## config.mk

```make
export PLATFORM = sky130hd
export DESIGN_NAME = lgc_divider
export DESIGN_NICKNAME = d
export VERILOG_FILES = /design/src/rtl/level_gamma_colormap_pixel_core_assert.svh /design/src/rtl/lgc_pkg.sv /design/src/rtl/lgc_divider.sv
export SDC_FILE = /design/constraint.sdc
export NUM_CORES = 1
export LEC_CHECK = 0
export CAP_MARGIN = 20
export CORE_AREA = 2 2 436 438
export CTS_CLUSTER_SIZE = 24
export DETAILED_ROUTE_END_ITERATION = 8
export DIE_AREA = 0 0 438 440
export DONT_BUFFER_PORTS = 1
export MAX_ROUTING_LAYER = met4
export PLACE_DENSITY = 0.45
export SYNTH_ARGS = -nofsm -noshare
export SYNTH_HDL_FRONTEND = slang
export SYNTH_SLANG_ARGS = --single-unit
export TNS_END_PERCENT = 20
```

## constraint.sdc

```tcl
create_clock -name clk_i -period 3.95 [get_ports clk_i]
set_input_delay 0.1975 -clock clk_i [delete_from_list [all_inputs] [get_ports clk_i]]
set_output_delay 0.1975 -clock clk_i [all_outputs]
set_load 0.005 [all_outputs]
```

## src/rtl/level_gamma_colormap_pixel_core_assert.svh

```systemverilog
// assertion macros used by the colormap palette module
// both expect clk_i and rst_ni in the scope of use
`ifndef LEVEL_GAMMA_COLORMAP_PIXEL_CORE_ASSERT_SVH
`define LEVEL_GAMMA_COLORMAP_PIXEL_CORE_ASSERT_SVH
// consequent holds in the same cycle
`define LGC_ASSERT_NOW(label, ante, cons, msg) \
  label: assert property (@(posedge clk_i) disable iff (!rst_ni) (ante) |-> (cons)) \
    else $error(msg);
// consequent holds in the next cycle
`define LGC_ASSERT_NEXT(label, ante, cons, msg) \
  label: assert property (@(posedge clk_i) disable iff (!rst_ni) (ante) |=> (cons)) \
    else $error(msg);
`endif

```

## src/rtl/lgc_pkg.sv

```systemverilog
// ----------------------------------------------------------------------------
// lgc_pkg
// Shared widths, codes, item tag and root constants of the colormap pipeline.
// ----------------------------------------------------------------------------
package lgc_pkg;

  localparam int FracBits     = 16;
  localparam int PaletteDepth = 256;
  localparam int SampleW      = 18;
  localparam int LevelW       = 17;
  localparam int GammaW       = 16;
  localparam int GammaFrac    = 12;
  localparam int LevelsW      = 9;
  localparam int ColorW       = 32;
  localparam int EntryW       = 8;
  localparam int CfgIdxW      = 3;
  localparam int MagW         = FracBits + 5;
  localparam int TW           = MagW + GammaW - GammaFrac;
  localparam int RootBits     = 30;
  localparam int VW           = RootBits + 1;
  localparam int ShW          = 10;

  // item kinds
  localparam logic KindSample = 1'b0;
  localparam logic KindWrite  = 1'b1;

  // register indexes
  localparam logic [CfgIdxW-1:0] CfgBlack  = 3'd0;
  localparam logic [CfgIdxW-1:0] CfgWhite  = 3'd1;
  localparam logic [CfgIdxW-1:0] CfgGamma  = 3'd2;
  localparam logic [CfgIdxW-1:0] CfgLevels = 3'd3;
  localparam logic [CfgIdxW-1:0] CfgBack   = 3'd4;

  typedef enum logic [1:0] {
    PathPower = 2'd0,
    PathOne   = 2'd1,
    PathZero  = 2'd2,
    PathBack  = 2'd3
  } path_e;

  typedef struct packed {
    logic                kind;
    path_e               path;
    logic [EntryW-1:0]   entry_index;
    logic [ColorW-1:0]   entry_color;
  } tag_t;

  // integer square root, rounded down
  function automatic logic [63:0] isqrt(input logic [63:0] v_in);
    logic [63:0] v;
    logic [63:0] res;
    logic [63:0] b;
    v   = v_in;
    res = '0;
    b   = 64'h4000_0000_0000_0000;
    for (int i = 0; i < 32; i++) begin
      if (v >= res + b) begin
        v   = v - (res + b);
        res = (res >> 1) + b;
      end else begin
        res = res >> 1;
      end
      b = b >> 2;
    end
    return res;
  endfunction

  // 2^(2^-(k+1)) scaled by 2^30
  function automatic logic [63:0] root_const(input int k);
    logic [63:0] c;
    c = isqrt(64'd1 << 61);
    for (int i = 0; i < 24; i++) begin
      if (i < k) c = isqrt(c << RootBits);
    end
    return c;
  endfunction

endpackage

```

## src/rtl/lgc_divider.sv

```systemverilog
// ----------------------------------------------------------------------------
// lgc_divider
// Pipelined restoring divider, one quotient bit per stage: (d << F) / w.
// ----------------------------------------------------------------------------
module lgc_divider (
  input  logic                            clk_i,
  input  logic                            rst_ni,
  input  logic                            en_i,
  input  logic                            valid_i,
  input  lgc_pkg::tag_t                   tag_i,
  input  logic [lgc_pkg::LevelW-1:0]      d_i,
  input  logic [lgc_pkg::LevelW-1:0]      w_i,
  output logic                            valid_o,
  output lgc_pkg::tag_t                   tag_o,
  output logic [lgc_pkg::FracBits-1:0]    quo_o
);

  localparam int N = lgc_pkg::FracBits;
  localparam int RW = lgc_pkg::LevelW;

  logic          vld_q [N];
  lgc_pkg::tag_t tag_q [N];
  logic [RW-1:0] rem_q [N];
  logic [RW-1:0] w_q   [N];
  logic [N-1:0]  quo_q [N];

  for (genvar j = 0; j < N; j++) begin : g_step
    logic          vld_s;
    lgc_pkg::tag_t tag_s;
    logic [RW-1:0] rem_s;
    logic [RW-1:0] w_s;
    logic [N-1:0]  quo_s;
    logic [RW:0]   rem_n;
    logic [RW:0]   sub;
    logic          ge;

    if (j == 0) begin : g_first
      assign vld_s = valid_i;
      assign tag_s = tag_i;
      assign rem_s = d_i;
      assign w_s   = w_i;
      assign quo_s = '0;
    end else begin : g_next
      assign vld_s = vld_q[j-1];
      assign tag_s = tag_q[j-1];
      assign rem_s = rem_q[j-1];
      assign w_s   = w_q[j-1];
      assign quo_s = quo_q[j-1];
    end

    // shift in one bit and try to subtract the divisor
    always_comb begin
      rem_n = {rem_s, 1'b0};
      sub   = rem_n - {1'b0, w_s};
      ge    = rem_n >= {1'b0, w_s};
    end

    always_ff @(posedge clk_i or negedge rst_ni) begin
      if (!rst_ni) begin
        vld_q[j] <= 1'b0;
      end else if (en_i) begin
        vld_q[j] <= vld_s;
      end
    end

    always_ff @(posedge clk_i) begin
      if (en_i) begin
        tag_q[j] <= tag_s;
        w_q[j]   <= w_s;
        rem_q[j] <= ge ? sub[RW-1:0] : rem_n[RW-1:0];
        quo_q[j] <= {quo_s[N-2:0], ge};
      end
    end
  end

  assign valid_o = vld_q[N-1];
  assign tag_o   = tag_q[N-1];
  assign quo_o   = quo_q[N-1];

endmodule

```

==> flow_summary.json <==
{
  "antenna_found_initial": 0,
  "drc": 0,
  "globalRouteTotalUtil_pct": 9.60,
  "die_h_um": 440,
  "min_path_type": "in -> reg",
  "r2r_start": "w_q[1][17]",
  "core_um2": 189000,
  "nets": 4303,
  "yosysUniqueCellTypes": 76,
  "postSynthCellCount": 3612,
  "crit_chain": "dlygate4sd3_1, dlygate4sd3_1, inv_1, ha_1, nor2b_1, o21ai_0, a21boi_0, nor3_1, o31ai_1, buf_4, a2111oi_0, o21ai_0, xor2_1, mux2_2, dlygate4sd3_1",
  "cp_max_fo": 5,
  "worstPathArrival_ns": 4.32,
  "swShare_pct": 29.0,
  "synth_edf_count": 1334,
  "finalSetupViolations": 0,
  "synth.most_common_cell": "edfxtp_1",
  "synth_top_cell_by_area": "edfxtp_1",
  "cp_slowest_cell": "dlygate4sd3_1",
  "post_drt_wl_per_cell_um": 13.6,
  "antenna_left": 0,
  "post_cts_buffers": 0,
  "tightest_slew_ns": 0.909,
  "p_int_mw": 32.7,
  "power_frac_comb_pct": 27.5,
  "cts_tree": "done",
  "worstHoldStart": "w_i[1]",
  "root_buffer": "clkbuf_16",
  "path_clk_slew_ns": 0.05,
  "num_vias": 28328,
  "drtIter0Drc": 1469,
  "cp-startpoint": "w_i[2]",
  "maxSlewHeadroom_pct": 39.4,
  "share_seq_of_total_power_pct": 42.9,
  "io_pins": 141,
  "synth_area_leaders": "edfxtp_1 (71%), ha_1 (6.1%), mux2_2 (2.6%)",
  "final_hold_viol_count": 0,
  "ys.flop_type": "edfxtp_1",
  "ys_seq_area_share_pct": 72.2,
  "cpMostUsedCell": "dlygate4sd3_1",
  "switchingPower_mw": 13.4,
  "start_util_pct": 29.7,
  "ys_warn_count": 0,
  "port_buffers": 0,
  "cts_buffer_depth": 3,
  "numCtsBuffers": 157,
  "yosys-top-cells-count": "edfxtp_1 (1334), inv_1 (337), ha_1 (271)",
  "slew_viol_final": 0,
  "rsz0062_at_grt": "false",
  "syn_avg_cell_area_um2": 15.5,
  "crit_type": "in -> reg",
  "fin_area_um2": 66000,
  "grt_pass1_wl_um": 146000,
  "syn-num-nets": 3979,
  "clockPowerShare_pct": 29.6,
  "startpoint_type": "input port",
  "fin_crit_ns": 3.79,
  "endpoint_kind": "flip-flop",
  "fmax_mhz": 264,
  "drive_gt1_share_pct": 11.1,
  "place_congestion": 0.877,
  "drtPass1Iterations": 7,
  "grt_max_degree": 128,
  "status": "finished clean",
  "grt_overflow": 0,
  "worst_ep_required_time_ns": 4.48,
  "period_share_pct": 96.0,
  "power_density_nw_per_um2": 697,
  "syn_to_final_growth_pct": 17.8,
  "post-dp-hpwl_um": 57600,
  "die-area_um2": 193000,
  "syn_area_um2": 56000,
  "placed_area_um2": 59600,
  "grt_pass1_vias": 29250,
  "clk_latency_ns": 0.80,
  "cts-htree-levels": 4,
  "ys_async_sr_fraction_pct": 1.19,
  "die_width_um": 438,
  "viasPerCell": 4.31,
  "maxCapViolations": 0,
  "tns_ns": 0,
  "synth_top_area_share_pct": 71.5,
  "max-vdd-ir-drop_mv": 0.373,
  "ys_ff_latch": 1350,
  "p_leak_nw": 24.6,
  "clock_sinks": 1350,
  "finalWirelength_um": 89500,
  "row_count": 160,
  "fin_skew_ns": 0.0400,
  "cp_slowest_stage_delay_ns": 0.58
}
==> power groups by stage <==
stage / combinational [mW] / clock (mW) / sequential [mW]
floorplan: 9.90 / 0 / 19.7
global placement: 12.3 / 0 / 20.1
detailed placement: 12.5 / 0 / 20.1
CTS: 12.8 / 14.3 / 19.8
global route: 14.3 / 14.8 / 20.0
finish: 12.6 / 13.6 / 19.8
==> worst max-delay path: cells and delay by family <==
kind / cells / cell delay [ns]
and+or+nand+nor: 2 / 0.35
buffers and inverters: 5 / 1.85
xor gates and xnor gates: 1 / 0.17
AOI/OAI and AO/OA: 5 / 1.16
muxes: 1 / 0.27
adders and majority gates: 1 / 0.32
==> cell type report <==
cell class	instances	area, µm²
well taps	2511	3140
repair buffers	206	2100
clock inverters	93	803
diodes	1	2.50
fillers	17960	123000
flip-flops and latches	1350	40500
multi-input cells	1884	14100
inverters	337	1260
clock buffers	193	4110
==> registers in the layout, summed over array words and instances (netlist names) <==
name          cells
g_step.vld_s     15
w_q             255
quo_q           136
rem_q           255
valid_o           1
tag_q           688
==> metrics by stage <==
| step | std cells | utilization, % | worst slack, ns | hold slack [ns] | total power, mW |
|---|---|---|---|---|---|
| 2_1_floorplan | 3612 | - | 0.948 | -0.0981 | 29.6 |
| 4_1_cts | 6574 | 35.0 | 0.173 | 0.00908 | 46.9 |
| 3_3_place_gp | 6141 | 31.6 | 0.496 | -0.0977 | 32.5 |
| 5_1_grt | 6574 | 35.0 | 0.0225 | 0.114 | 49.1 |
| 6_report | 6575 | 35.0 | 0.158 | 0.113 | 46.0 |
| 3_5_place_dp | 6141 | 31.6 | 0.446 | -0.0976 | 32.6 |
==> final timing paths <==
kind	endpoint	slack [ns]	cells past startpoint
min reg2reg	tag_q[5][58]	0.40	0
max reg2reg	rem_q[4][12]	0.48	10
max	rem_q[0][16]	0.16	15
min	rem_q[0][3]	0.11	6
min in group asynchronous	g_step[14].vld_s	0.45	2
max in group asynchronous	g_step[6].vld_s	3.05	2
==> logic make-up (layout without fill, tap and decap cells) <==
family,Yosys count,count (layout),synth area share (%)
other,0,1,0
buffers and inverters,378,829,2.64
adders and majority gates,286,286,6.59
DFF,1350,1350,72.2
and+or+nand+nor,605,605,5.13
muxes,148,148,2.99
xor gates and xnor gates,196,196,3.06
AOI/OAI and AO/OA,649,649,7.39
==> timing repair <==
action / CTS / global route
hold buffers: 147 / 0
gates resized for setup: 0 / 1
setup endpoints to repair: 0 / 1
hold endpoints to repair: 135 / 0
==> layout by cell type (no fill, tap or decap), drive strengths merged, types with 59 or more instances in the layout <==
cell,instances
edfxtp,1334
inv,347
ha,271
nor2,200
clkbuf,193
a21oi,188
o21ai,165
dlygate4sd3,147
nand2,138
mux2,136
xnor2,119
a21o,81
xor2,77
clkinv,73
buf,59
==> layer usage <==
layer	track usage, %	part of all wire [%]	vias up	wire length (µm)
met5	-	0	-	0
met4	4.76	4.1	0	3700
met3	2.54	4.1	254	3630
met2	16.3	50	432	45100
met1	10.3	41	13491	37100
li1	-	-	14151	-
No activity file was read; power rests on OpenSTA's default activity.
